File: config.mk
export PLATFORM = sky130hd
export DESIGN_NAME = stcc_ram
export DESIGN_NICKNAME = d
export VERILOG_FILES = /design/src/hdl/stcc_ram.sv
export SDC_FILE = /design/constraint.sdc
export NUM_CORES = 1
export LEC_CHECK = 0
export ABC_AREA = 1
export BUFFER_PORTS_ARGS = -buffer_cell sky130_fd_sc_hd__buf_4
export CORE_ASPECT_RATIO = 0.9
export CORE_UTILIZATION = 60
export DETAILED_ROUTE_END_ITERATION = 7
export PLACE_DENSITY = 0.8
export SYNTH_ARGS = -nofsm -noshare
export SYNTH_HDL_FRONTEND = slang
export SYNTH_SLANG_ARGS = --single-unit
File: constraint.sdc
create_clock -name clk -period 2.8 [get_ports clk]
set_input_delay 0.28 -clock clk [delete_from_list [all_inputs] [get_ports clk]]
set_output_delay 0.28 -clock clk [all_outputs]
set_load 0.01 [all_outputs]
File: src/hdl/stcc_ram.sv
module stcc_ram #(
  parameter int WIDTH = 8,
  parameter int DEPTH = 16,
  localparam int AW = (DEPTH > 1) ? $clog2(DEPTH) : 1
) (
  input  logic             clk,
  input  logic             we,
  input  logic [AW-1:0]    waddr,
  input  logic [WIDTH-1:0] wdata,
  input  logic [AW-1:0]    raddr,
  output logic [WIDTH-1:0] rdata
);

  logic [WIDTH-1:0] mem [DEPTH];

  always_ff @(posedge clk) begin
    if (we) begin
      mem[waddr] <= wdata;
    end
    rdata <= mem[raddr];
  end

endmodule

* Word level (Yosys, flattened, before mapping) *
Memories as Yosys holds them, arrays and structs flattened. A register that Yosys moved wholly into a read port is not among the register bits.
Cells that the tools add are included.

cells by class
  $mul = 0
  shifts and indexed selects = 0
  reductions and logical operators = 0
  bitwise operators = 0
  magnitude comparators = 0
  divide/modulo/power cells = 0
  mux-type cells = 2
  equality and inequality tests = 0
  $add $sub $neg = 0

operators with widths
  operator           number
  1-bit two-way mux  2

storage, ports and cells
  input bits = 18
  bits in read-only memories = 0
  bits in registers = 0
  output and inout port bits = 8
  word-level logic and storage cells = 3
  memories = 1
  RAM bits = 128
  latch bits = 0

memories
  name  depth  width  rd ports  clocked after Yosys merged registers in  wr ports  RTL line  text
  mem   16     8      1         1                                        1         14        logic [WIDTH-1:0] mem [DEPTH];

* Depth between registers and ports, before layout *
  depth in word-level cells = 2
  mapped depth = 8
  gate-level depth less buffers = 7

* Worst setup path before layout *
OpenSTA, ideal clock, no wires.

  path kind = in2reg
  start point = input waddr[2]
  end point = memory mem[10][0], enable pin
  data arrival time = 861 ps
  setup slack = 1,569 ps
  path buffers = 0
  library setup time = 370 ps
  cell stages on the path = 2
  path through = nand3b_1 -> nor2_1

RTL lines
  element             RTL line  text
  start: declaration  8         input logic [AW-1:0] waddr,
  end: declaration    14

Straight into the memory's write port.

* Worst setup path in the final report *
  start point = register rdata[1] (read register of mem)
  end point = output rdata[1]

RTL lines
  element             RTL line  text
  start: declaration  11        output logic [WIDTH-1:0] rdata

No word-level cell between the ends.

==> metrics <==
Vias 3960; CP Capture Type primary output; std cell rows 33; Layout fillers 612; Synth warnings 0; CTS root buf clkbuf_8; crit path time final between 1 and 1.5 ns; RSZ-0062 raised after global routing false; IO Port Bufs 25; Slew headroom approximately a third; CP Launch Type register; Cell Area, Synth between 5000 and 6000 µm²; CTS tree yes; Pint 3.65 mW; crit path buf inv count 1; slowest CP cell dfxtp_1; Avg WL per Cell 18.0 µm; total grt overflow 0; Die Y 95.0 µm; placer congestion estimate 0.883; final net count 594; Max rail drop VDD between 0.4 and 0.5 mV; Worst-Skew Late Latency 0.52 ns; Finished Layout Cells 711; worst path cell trace buf_4; most frequent cells in the layout nand2_1, edfxtp_1, inv_1, nand3_1, buf_4; worst hold path depth 1; post-synthesis instance total between 500 and 600; largest net degree at the start of global routing 65; setup tns final 0 ns; DIE WIDTH 105 µm; Slew Viols, Final 0; delay-heaviest family, CP flip-flops; DP Worst Slack 1.10 ns; final setup violating endpoints 0; Slew @ Worst Pin 0.977 ns; post-CTS sizing 0; Residual DRC 0; Final HPWL DP 7710 µm; Boundary Pins 26; crit path setup slack, layout 1.55 ns; core area 9210 µm²; fin crit share between 40% and 50%; post-cts hold buffer count 0; DRT antenna net count 0; Worst EP required 2.52 ns; cts bufs inserted 17; 1st-iter DRT viols 452; postcts setup bufs 0; worst-path fanout max 1; vias in the first global route 3852; static leakage 2.84 nW; Post-Syn Nets 569; area delta synth->final 13.7%; H-tree depth 4; synthesized flop and latch total roughly 140; sequential fraction of the synthesis area 69.4%; Initial Utilization ~63%; f_max 803 MHz; gr usage total 28.6%; final core occ 71.2%; Comb pwr share 6.0%; top cell type's share of synthesized area 66.7%; Reg2Reg Depth 6; Crit Path Category reg2out; sequential power share 48.3%; share of layout cells above drive strength 1 between 10% and 20%; Switching Share 23.1%; number of diodes 0; post-synth top area cell edfxtp_1; ranking of synthesized cells by area edfxtp_1, nand2_1, nand3_1; Initial DRT Pass Iterations 6; syn avg cell area 10.5 µm²; crit-path max cell delay 0.31 ns; first-pass GRT wire length 20500 µm; crit path DAT 0.97 ns; Switch Pwr 1.10 mW; initial antenna violation count 0; final hold vios 0; Max Cap Viol 0; clock network power share 45.7%; # placed instances between 600 and 700; synth unique cells 12; commonest non-fill, non-tap cell in the layout nand2_1; status finished, final reports clean; Hold WC Path Type in2reg; CTS sink count 136; clock buffer depth 2; Vias per Instance 5.57; Cell Pwr Density 723 nW/µm²; Crit. path cell count 1; die area around 10000 µm²; skew final ~0.0073 ns; clk slew on worst S/H paths 0.07 ns; Post-Route WL approximately 13000 µm
[Yosys cell counts]
library cell / count
buf_1: 1
buf_2: 13
buf_4: 4
buf_6: 6
dfxtp_1: 8
edfxtp_1: 128
inv_1: 100
inv_2: 2
nand2_1: 173
nand3_1: 97
nand3b_1: 2
nor2_1: 17
[state kept, by name, summed over array words and instances (netlist names)]
register	cells
mem	128
rdata	8
[per-layer routing]
layer  wire (µm)  part of all wire [%]  GRT usage (%)
met1        5230                    41           38.5
met2        5840                    46           42.9
met3        1260                   9.8           6.28
met4         476                   3.7           17.6
met5           0                     0              0
[through the flow]
stage	hold slack [ns]	instance area, µm²	total power [mW]
floorplan	0.379	5770	2.50
global placement	0.600	5980	2.60
detailed placement	0.611	5980	2.61
CTS	0.0666	6560	4.75
global route	0.0857	6560	4.87
finish	0.0872	6560	4.74
[power groups by stage]
| stage | combinational, mW | sequential (mW) | clock [mW] |
|---|---|---|---|
| 6_report | 0.287 | 2.29 | 2.17 |
| 5_1_grt | 0.314 | 2.29 | 2.27 |
| 4_1_cts | 0.282 | 2.29 | 2.18 |
| 3_5_place_dp | 0.279 | 2.33 | 0 |
| 3_3_place_gp | 0.269 | 2.33 | 0 |
| 2_1_floorplan | 0.161 | 2.34 | 0 |
[worst paths after layout]
kind                    from          to  slack, ns
hold reg to reg   mem[15][7]    rdata[7]       0.69
setup / recovery    rdata[1]    rdata[1]       1.55
hold / removal      wdata[7]  mem[11][7]       0.09
setup reg to reg   mem[3][2]    rdata[2]       1.67
[final cells by class]
class | count | area [µm²] | share of cell area (%)
clock buffer | 17 | 414 | 6.31
sequential | 136 | 4000 | 61.0
clock inverter | 15 | 166 | 2.54
inverter | 102 | 383 | 5.84
tap | 122 | 153 | 2.33
timing repair buffer | 30 | 225 | 3.43
multi-input combinational | 289 | 1210 | 18.5
[cell families (layout without fill, tap and decap cells)]
| logic type | after synthesis | after routing | synth area share [%] |
|---|---|---|---|
| DFF | 136 | 136 | 69.4 |
| buffers and inverters | 126 | 164 | 9.52 |
| and+or+nand+nor | 289 | 289 | 21.0 |
No activity file was read; power rests on OpenSTA's default activity.
